<file path="src/bdcc_pkg.sv">
// ----------------------------------------------------------------------------
// bdcc_pkg - shared types and constants for the button click classifier
// Request and result layouts, event codes, register indexes and reset values.
// ----------------------------------------------------------------------------
`default_nettype none

package bdcc_pkg;

    // Event codes held in the pending slot and returned on consume
    typedef enum logic [1:0] {
        EV_NONE   = 2'd0,
        EV_CLICK  = 2'd1,
        EV_DOUBLE = 2'd2,
        EV_LONG   = 2'd3
    } t_event;

    // Request kinds carried in tuser
    localparam logic REQ_UPDATE  = 1'b0;
    localparam logic REQ_CONSUME = 1'b1;

    // Configuration register indexes
    localparam int unsigned CFG_IDX_W = 2;
    localparam logic [CFG_IDX_W-1:0] CFG_DEBOUNCE      = 2'd0;
    localparam logic [CFG_IDX_W-1:0] CFG_LONG_PRESS    = 2'd1;
    localparam logic [CFG_IDX_W-1:0] CFG_DOUBLE_WINDOW = 2'd2;

    localparam int unsigned CFG_W  = 16;
    localparam int unsigned TIME_W = 32;

    localparam logic [CFG_W-1:0] DEBOUNCE_RST      = 16'd50;
    localparam logic [CFG_W-1:0] LONG_PRESS_RST    = 16'd1000;
    localparam logic [CFG_W-1:0] DOUBLE_WINDOW_RST = 16'd300;

    // Stream widths
    localparam int unsigned S_TDATA_W = 40;
    localparam int unsigned M_TDATA_W = 8;

    typedef struct packed {
        logic                   req_type;
        logic                   pin_level;
        logic [TIME_W-1:0]      now_ms;
    } t_req;

    typedef struct packed {
        t_event                 event_code;
        logic                   pressed_level;
    } t_res;

    typedef struct packed {
        logic                   we;
        logic [CFG_IDX_W-1:0]   idx;
        logic [CFG_W-1:0]       data;
    } t_cfg_wr;

endpackage

`default_nettype wire

</file>
<file path="src/bdcc_in_stage.sv">
// ----------------------------------------------------------------------------
// bdcc_in_stage - input request register
// Holds one request from the slave side until the core takes it.
// ----------------------------------------------------------------------------
`default_nettype none

module bdcc_in_stage (
    input  wire logic          i_clk,
    input  wire logic          i_rst_n,
    input  wire logic          i_valid,
    input  wire bdcc_pkg::t_req i_req,
    input  wire logic          i_take,
    output logic               o_ready,
    output logic               o_valid,
    output bdcc_pkg::t_req     o_req
);

    logic           r_valid;
    bdcc_pkg::t_req r_req;

    // room when empty or when the held request leaves this cycle
    assign o_ready = !r_valid || i_take;
    assign o_valid = r_valid;
    assign o_req   = r_req;

    always_ff @(posedge i_clk) begin
        if (!i_rst_n) begin
            r_valid <= 1'b0;
        end else if (o_ready) begin
            r_valid <= i_valid;
        end
    end

    always_ff @(posedge i_clk) begin
        if (o_ready && i_valid) begin
            r_req <= i_req;
        end
    end

endmodule

`default_nettype wire

</file>
<file path="src/bdcc_core.sv">
// ----------------------------------------------------------------------------
// bdcc_core - debounce and click classification state
// Applies one request per cycle, when i_fire is high, to the button state and forms its result.
// ----------------------------------------------------------------------------
`default_nettype none

module bdcc_core (
    input  wire logic              i_clk,
    input  wire logic              i_rst_n,
    input  wire bdcc_pkg::t_cfg_wr i_cfg,
    input  wire logic              i_fire,
    input  wire bdcc_pkg::t_req    i_req,
    output bdcc_pkg::t_res         o_res
);

    localparam int unsigned TW = bdcc_pkg::TIME_W;
    localparam int unsigned CW = bdcc_pkg::CFG_W;

    logic [CW-1:0]     r_debounce;
    logic [CW-1:0]     r_long_press;
    logic [CW-1:0]     r_window;

    logic              r_last_raw;
    logic [TW-1:0]     r_change_time;
    logic              r_stable;
    logic [TW-1:0]     r_press_start;
    logic              r_window_open;
    logic [TW-1:0]     r_release_stamp;
    bdcc_pkg::t_event  r_pending;

    logic              n_last_raw;
    logic [TW-1:0]     n_change_time;
    logic              n_stable;
    logic [TW-1:0]     n_press_start;
    logic              n_window_open;
    logic [TW-1:0]     n_release_stamp;
    bdcc_pkg::t_event  n_pending;

    logic              raw;
    logic              changed;
    logic              opened;
    logic [TW-1:0]     since_change;
    logic [TW-1:0]     hold;
    logic [TW-1:0]     since_release;
    logic [TW-1:0]     window_age;
    logic [TW-1:0]     debounce_x;
    logic [TW-1:0]     long_x;
    logic [TW-1:0]     window_x;

    assign debounce_x    = {{(TW-CW){1'b0}}, r_debounce};
    assign long_x        = {{(TW-CW){1'b0}}, r_long_press};
    assign window_x      = {{(TW-CW){1'b0}}, r_window};

    assign raw           = !i_req.pin_level;
    assign changed       = raw != r_last_raw;
    assign since_change  = changed ? '0 : i_req.now_ms - r_change_time;
    assign hold          = i_req.now_ms - r_press_start;
    assign since_release = i_req.now_ms - r_release_stamp;

    always_comb begin
        n_last_raw      = r_last_raw;
        n_change_time   = r_change_time;
        n_stable        = r_stable;
        n_press_start   = r_press_start;
        n_window_open   = r_window_open;
        n_release_stamp = r_release_stamp;
        n_pending       = r_pending;
        opened          = 1'b0;
        o_res.event_code = bdcc_pkg::EV_NONE;

        if (i_fire) begin
            if (i_req.req_type == bdcc_pkg::REQ_CONSUME) begin
                o_res.event_code = r_pending;
                n_pending        = bdcc_pkg::EV_NONE;
            end else begin
                n_last_raw = raw;
                if (changed) begin
                    n_change_time = i_req.now_ms;
                end
                if (since_change >= debounce_x) begin
                    n_stable = raw;
                end
                if (n_stable && !r_stable) begin
                    n_press_start = i_req.now_ms;
                end
                // debounced release: classify the hold
                if (!n_stable && r_stable) begin
                    if (hold >= long_x) begin
                        n_pending     = bdcc_pkg::EV_LONG;
                        n_window_open = 1'b0;
                    end else if (hold >= debounce_x) begin
                        if (r_window_open && since_release <= window_x) begin
                            n_pending     = bdcc_pkg::EV_DOUBLE;
                            n_window_open = 1'b0;
                        end else begin
                            n_release_stamp = i_req.now_ms;
                            n_window_open   = 1'b1;
                            opened          = 1'b1;
                        end
                    end
                end
            end
        end

        // expire the window; a fresh one has age zero
        window_age = opened ? '0 : since_release;
        if (i_fire && i_req.req_type == bdcc_pkg::REQ_UPDATE && n_window_open
            && window_age >= window_x) begin
            n_window_open = 1'b0;
            if (n_pending == bdcc_pkg::EV_NONE) begin
                n_pending = bdcc_pkg::EV_CLICK;
            end
        end

        o_res.pressed_level = n_stable;
    end

    always_ff @(posedge i_clk) begin
        if (!i_rst_n) begin
            r_debounce   <= bdcc_pkg::DEBOUNCE_RST;
            r_long_press <= bdcc_pkg::LONG_PRESS_RST;
            r_window     <= bdcc_pkg::DOUBLE_WINDOW_RST;
        end else if (i_cfg.we) begin
            case (i_cfg.idx)
                bdcc_pkg::CFG_DEBOUNCE:      r_debounce   <= i_cfg.data;
                bdcc_pkg::CFG_LONG_PRESS:    r_long_press <= i_cfg.data;
                bdcc_pkg::CFG_DOUBLE_WINDOW: r_window     <= i_cfg.data;
                default: begin
                end
            endcase
        end
    end

    always_ff @(posedge i_clk) begin
        if (!i_rst_n) begin
            r_last_raw      <= 1'b0;
            r_change_time   <= '0;
            r_stable        <= 1'b0;
            r_press_start   <= '0;
            r_window_open   <= 1'b0;
            r_release_stamp <= '0;
            r_pending       <= bdcc_pkg::EV_NONE;
        end else begin
            r_last_raw      <= n_last_raw;
            r_change_time   <= n_change_time;
            r_stable        <= n_stable;
            r_press_start   <= n_press_start;
            r_window_open   <= n_window_open;
            r_release_stamp <= n_release_stamp;
            r_pending       <= n_pending;
        end
    end

`ifndef SYNTHESIS
    a_consume_clears: assert property (@(posedge i_clk) disable iff (!i_rst_n)
        (i_fire && i_req.req_type == bdcc_pkg::REQ_CONSUME)
        |=> r_pending == bdcc_pkg::EV_NONE)
        else $error("pending event survived a consume request");

    a_consume_keeps_level: assert property (@(posedge i_clk) disable iff (!i_rst_n)
        (i_fire && i_req.req_type == bdcc_pkg::REQ_CONSUME)
        |=> r_stable == $past(r_stable))
        else $error("consume request changed the debounced level");

    a_press_stamp: assert property (@(posedge i_clk) disable iff (!i_rst_n)
        (i_fire && !r_stable && n_stable)
        |=> r_press_start == $past(i_req.now_ms))
        else $error("press start not taken from the pressing request");

    a_idle_holds: assert property (@(posedge i_clk) disable iff (!i_rst_n)
        !i_fire |=> (r_pending == $past(r_pending) && r_window_open == $past(r_window_open)))
        else $error("button state moved without a request");
`endif

endmodule

`default_nettype wire

</file>
<file path="src/bdcc_out_stage.sv">
// ----------------------------------------------------------------------------
// bdcc_out_stage - result register
// Holds one result on the master side until the sink takes it.
// ----------------------------------------------------------------------------
`default_nettype none

module bdcc_out_stage (
    input  wire logic           i_clk,
    input  wire logic           i_rst_n,
    input  wire logic           i_load,
    input  wire bdcc_pkg::t_res i_res,
    input  wire logic           i_ready,
    output logic                o_valid,
    output bdcc_pkg::t_res      o_res
);

    logic           r_valid;
    bdcc_pkg::t_res r_res;

    assign o_valid = r_valid;
    assign o_res   = r_res;

    always_ff @(posedge i_clk) begin
        if (!i_rst_n) begin
            r_valid <= 1'b0;
        end else if (i_load) begin
            r_valid <= 1'b1;
        end else if (i_ready) begin
            r_valid <= 1'b0;
        end
    end

    always_ff @(posedge i_clk) begin
        if (i_load) begin
            r_res <= i_res;
        end
    end

endmodule

`default_nettype wire

</file>
<file path="src/button_debounce_click_classifier_unit.sv">
// ----------------------------------------------------------------------------
// button_debounce_click_classifier_unit - push-button debouncer and classifier
// Debounces one active-low button and reports clicks, double clicks and
// long presses through a pending event slot read by consume requests.
//
//   channel   dir  handshake              payload
//   s_axis    in   s_axis_tvalid/tready   tuser: req_type
//                                         tdata: pin_level, now_ms
//   m_axis    out  m_axis_tvalid/tready   tdata: event_code, pressed_level
//   cfg       in   i_cfg_we               i_cfg_idx, i_cfg_data
//
// Each request passes through the input register and then the result register;
// a new request is taken every cycle while the result side is not stalled. The
// state update (three 32-bit subtract and compare paths) sets the cycle time.
// Reset is synchronous and restores the register defaults. A stalled result
// register holds the core; the input register then fills.
// ----------------------------------------------------------------------------
`default_nettype none

module button_debounce_click_classifier_unit (
    input  wire logic                                i_clk,
    input  wire logic                                i_rst_n,
    input  wire logic                                s_axis_tvalid,
    output logic                                     s_axis_tready,
    // [0] pin_level, [32:1] now_ms, [39:33] zero
    input  wire logic [bdcc_pkg::S_TDATA_W-1:0]      s_axis_tdata,
    // [0] req_type
    input  wire logic                                s_axis_tuser,
    output logic                                     m_axis_tvalid,
    input  wire logic                                m_axis_tready,
    // [1:0] event_code, [2] pressed_level, [7:3] zero
    output logic [bdcc_pkg::M_TDATA_W-1:0]           m_axis_tdata,
    input  wire logic                                i_cfg_we,
    input  wire logic [bdcc_pkg::CFG_IDX_W-1:0]      i_cfg_idx,
    input  wire logic [bdcc_pkg::CFG_W-1:0]          i_cfg_data
);

    bdcc_pkg::t_req    s_req;
    bdcc_pkg::t_req    held_req;
    bdcc_pkg::t_res    core_res;
    bdcc_pkg::t_res    out_res;
    bdcc_pkg::t_cfg_wr cfg;
    logic              held_valid;
    logic              fire;

    assign s_req.req_type  = s_axis_tuser;
    assign s_req.pin_level = s_axis_tdata[0];
    assign s_req.now_ms    = s_axis_tdata[bdcc_pkg::TIME_W:1];

    assign cfg.we   = i_cfg_we;
    assign cfg.idx  = i_cfg_idx;
    assign cfg.data = i_cfg_data;

    // advance the held request when the result register has room
    assign fire = held_valid && (!m_axis_tvalid || m_axis_tready);

    bdcc_in_stage u_in (
        .i_clk   (i_clk),
        .i_rst_n (i_rst_n),
        .i_valid (s_axis_tvalid),
        .i_req   (s_req),
        .i_take  (fire),
        .o_ready (s_axis_tready),
        .o_valid (held_valid),
        .o_req   (held_req)
    );

    bdcc_core u_core (
        .i_clk   (i_clk),
        .i_rst_n (i_rst_n),
        .i_cfg   (cfg),
        .i_fire  (fire),
        .i_req   (held_req),
        .o_res   (core_res)
    );

    bdcc_out_stage u_out (
        .i_clk   (i_clk),
        .i_rst_n (i_rst_n),
        .i_load  (fire),
        .i_res   (core_res),
        .i_ready (m_axis_tready),
        .o_valid (m_axis_tvalid),
        .o_res   (out_res)
    );

    assign m_axis_tdata = {{(bdcc_pkg::M_TDATA_W-3){1'b0}},
                           out_res.pressed_level, out_res.event_code};

endmodule

`default_nettype wire

</file>
<file path="config.mk">
export PLATFORM = sky130hd
export DESIGN_NAME = button_debounce_click_classifier_unit
export DESIGN_NICKNAME = d
export VERILOG_FILES = /design/src/bdcc_pkg.sv /design/src/bdcc_in_stage.sv /design/src/bdcc_core.sv /design/src/bdcc_out_stage.sv /design/src/button_debounce_click_classifier_unit.sv
export SDC_FILE = /design/constraint.sdc
export NUM_CORES = 1
export LEC_CHECK = 0
export ABC_AREA = 1
export BUFFER_PORTS_ARGS = -buffer_cell sky130_fd_sc_hd__buf_2
export CORE_UTILIZATION = 69
export DETAILED_ROUTE_END_ITERATION = 6
export PLACE_DENSITY_LB_ADDON = 0.12
export SLEW_MARGIN = 20
export SYNTH_ARGS = -nofsm -noshare
export SYNTH_HDL_FRONTEND = slang
export SYNTH_SLANG_ARGS = --single-unit
</file>
<file path="constraint.sdc">
create_clock -name i_clk -period 9.6 [get_ports i_clk]
set_input_delay 0.96 -clock i_clk [delete_from_list [all_inputs] [get_ports i_clk]]
set_output_delay 0.96 -clock i_clk [all_outputs]
set_load 0.02 [all_outputs]
</file>
==> impl_metrics.tcl <==
set metrics [dict create \
    intPower_w 0.00147 \
    finalSetupViolations 0 \
    placementRows 55 \
    hpwl_mm 37.1 \
    comb_power_share 0.300 \
    io_pins 74 \
    post-route-period-util 0.731 \
    syn_avg_cell_area_um2 6.18 \
    cts-buffers-inserted 17 \
    worst-setup-path-type "flip-flop to flip-flop" \
    end_kind "flip-flop" \
    wire_per_inst_um 16.1 \
    p_total_w 0.00233 \
    antenna_found_initial 0 \
    grt_start_max_net_pins 117 \
    arrival_ps 7410 \
    setup_tns_ps 0 \
    swShare 0.370 \
    synth_seq_cells 188 \
    violations "DRC" \
    busiest_layer "met2" \
    yosysUniqueCellTypes 48 \
    ys_async_sr_fraction 0 \
    switching_power_w 0.000863 \
    drive_above_1_share 0.0485 \
    crit_top_cell "nand2_1" \
    tritoncts "built" \
    core_region_area_um2 22700 \
    r2r_cells 35 \
    io_buffers 61 \
    cp-start-kind "flip-flop" \
    drt_iter0_drc 1699 \
    clk_pin_slew_worst_paths_ps 80 \
    worstPathMaxFanout 63 \
    clk_latency_ps 460 \
    postCtsHoldBufs 0 \
    fmax_mhz 142 \
    startpoint "u_in.o_req[1]" \
    place.gp.congestion 0.992 \
    synth-edff-count 37 \
    worstSetupEndpoint "u_core.r_pending[0]" \
    r2r-start "u_in.o_req[1]" \
    relSlewSlack 0.341 \
    cts.htree.levels 4 \
    layout-area-overhead-vs-synth_pct 7.04 \
    routed_wl_mm 47.1 \
    routed_via_density 5.60 \
    grt_first_pass_wirelength_mm 74.0 \
    gr-usage-met1 0.493 \
    drc 1 \
    power.leakage_nw 8.95 \
    grt_remaining_overflow 0 \
    cap_violations 0 \
    ys_warn_count 0 \
    cpPeakStageDelay_ps 670 \
    grt_use_total 0.399 \
    clock_skew_ps 14.7 \
    status "complete, but fails checks" \
    drt-pass1-iter-count 7 \
    synth-main-ff-cell "dfxtp_1" \
    use_met2 0.679 \
    use_met3 0.0572 \
    synth.cell_area_um2 16000 \
    cts_root_buffer "clkbuf_16" \
    drv_slew 0 \
    syn_inst 2586 \
    finalCriticalPeriod_ps 7020 \
    postRouteAntennaNets 0 \
    r2r-end "u_core.r_pending[0]" \
    start_util 0.704 \
    ir_worst_vdd_mv 0.101 \
    cts_resized 0 \
    pwr-share-clk 0.327 \
    cts_setup_buffers 0 \
    dieArea_um2 23800 \
    vias 16400 \
    seq_area_frac_synth 0.259 \
    pwr-share-seq 0.373 \
    cp_slowest_cell "edfxtp_1" \
    hold_viol 0 \
    rsz0062_at_grt "no" \
    tightest_slew_ps 988 \
    die_x_um 154 \
    cts_buffer_depth 2 \
    hold_class "flip-flop to flip-flop" \
    cp.required_ps 9980 \
    cts.sinks 188 \
    p_per_area_nw_per_um2 136 \
    rrSetupSlack_ps 2580 \
    grt_pass1_vias 15100 \
    diodes 0 \
    fin_nets 2867 \
    die_h_um 154 \
]
-- flip-flops by register name (all words and copies together), names as in the netlist --
name / count
u_core.r_debounce: 16
u_core.r_long_press: 16
u_in.o_req: 34
u_out.o_valid: 1
u_out.o_res: 3
u_core.r_press_start: 32
u_core.r_last_raw: 1
u_core.r_window: 16
u_core.r_pending: 2
u_in.o_valid: 1
u_core.r_stable: 1
u_core.r_change_time: 32
u_core.r_release_stamp: 32
u_core.r_window_open: 1
-- cells in the mapped netlist, types with 31 or more instances --
cell type  count  area share
ha_1         173        0.14
nand2_1      770        0.18
dfxtp_1      151        0.19
nand4_1       34       0.013
nor2_1       202       0.047
o21ai_0      169       0.053
inv_1        506        0.12
clkbuf_1      36      0.0085
edfxtp_1      37       0.069
nand3_1      110       0.034
xor2_1        31       0.017
a21oi_1      231       0.072
-- layout make-up --
class	count	area, um2
multi-input cells	1837	9720
repair buffers	67	353
fillers	1905	5590
flip-flops and latches	188	4130
clock buffers	19	454
clock inverters	13	164
well taps	285	357
inverters	516	1940
-- critical path, delay by kind of cell, from the launching register on --
family                     cells  cell delay (ps)
AOI/OAI and AO/OA              9             1400
buffers and inverters          6             1320
and+or+nand+nor               16             1990
xor gates and xnor gates       1              380
DFF                            1              670
adders and majority gates      3             1120
-- worst min path at each step --
stage / depth (start not counted) / from / slack [ps] / endpoint
floorplan: 2 / u_core.r_change_time[10] / 430 / u_core.r_change_time[10]
global placement: 2 / u_core.r_press_start[22] / 440 / u_core.r_press_start[22]
detailed placement: 2 / u_core.r_press_start[29] / 450 / u_core.r_press_start[29]
CTS: 2 / u_core.r_press_start[29] / 460 / u_core.r_press_start[29]
global route: 2 / u_core.r_press_start[29] / 470 / u_core.r_press_start[29]
finish: 2 / u_core.r_release_stamp[8] / 460 / u_core.r_release_stamp[8]
-- cells by family (layout without fill, tap and decap cells) --
| logic type | Yosys count | after routing | share of synthesized area |
|---|---|---|---|
| compound gates | 439 | 439 | 0.144 |
| xor+xnor | 37 | 37 | 0.0203 |
| fa+ha+maj | 176 | 176 | 0.139 |
| buf+inv | 565 | 615 | 0.135 |
| flops | 188 | 188 | 0.259 |
| other cells | 1 | 5 | 0.000235 |
| simple gates | 1180 | 1180 | 0.302 |
-- power by group through the flow --
| stage | Sequential [W] | Combinational, W | Clock [W] |
|---|---|---|---|
| floorplan | 0.000869 | 0.000499 | 0 |
| global placement | 0.000884 | 0.000643 | 0 |
| detailed placement | 0.000885 | 0.000673 | 0 |
| CTS | 0.000868 | 0.000683 | 0.000759 |
| global route | 0.000871 | 0.000787 | 0.000787 |
| finish | 0.000869 | 0.000700 | 0.000761 |
-- placed cells by master, fill, tap and decap left out, types with 11 or more instances in the layout --
cell / instances
inv_1: 506
ha_1: 173
o21ai_0: 169
o211ai_1: 13
buf_2: 60
nor3_1: 20
nand3_1: 110
clkbuf_16: 18
dfxtp_1: 151
a21oi_1: 231
nand3b_1: 11
nand2_1: 770
xor2_1: 30
nand4_1: 34
edfxtp_1: 37
nor2_1: 202
-- routing by layer --
layer | part of all wire | routed length, um
met5 | 0 | 0
met3 | 0.080 | 3770
met2 | 0.45 | 21400
met1 | 0.42 | 19600
met4 | 0.049 | 2320
-- per-stage QoR --
step / hold WS [ps] / utilization / cells / area (um2) / worst slack (ps)
after floorplan: 433 / - / 2590 / 16000 / 4660
after global placement: 444 / 0.727 / 2893 / 16500 / 3180
after detailed placement: 449 / 0.727 / 2893 / 16500 / 2920
after CTS: 461 / 0.754 / 2925 / 17100 / 2780
after global routing: 468 / 0.754 / 2925 / 17100 / 2170
final: 460 / 0.754 / 2925 / 17100 / 2580
(Power assumes the default switching activity.)
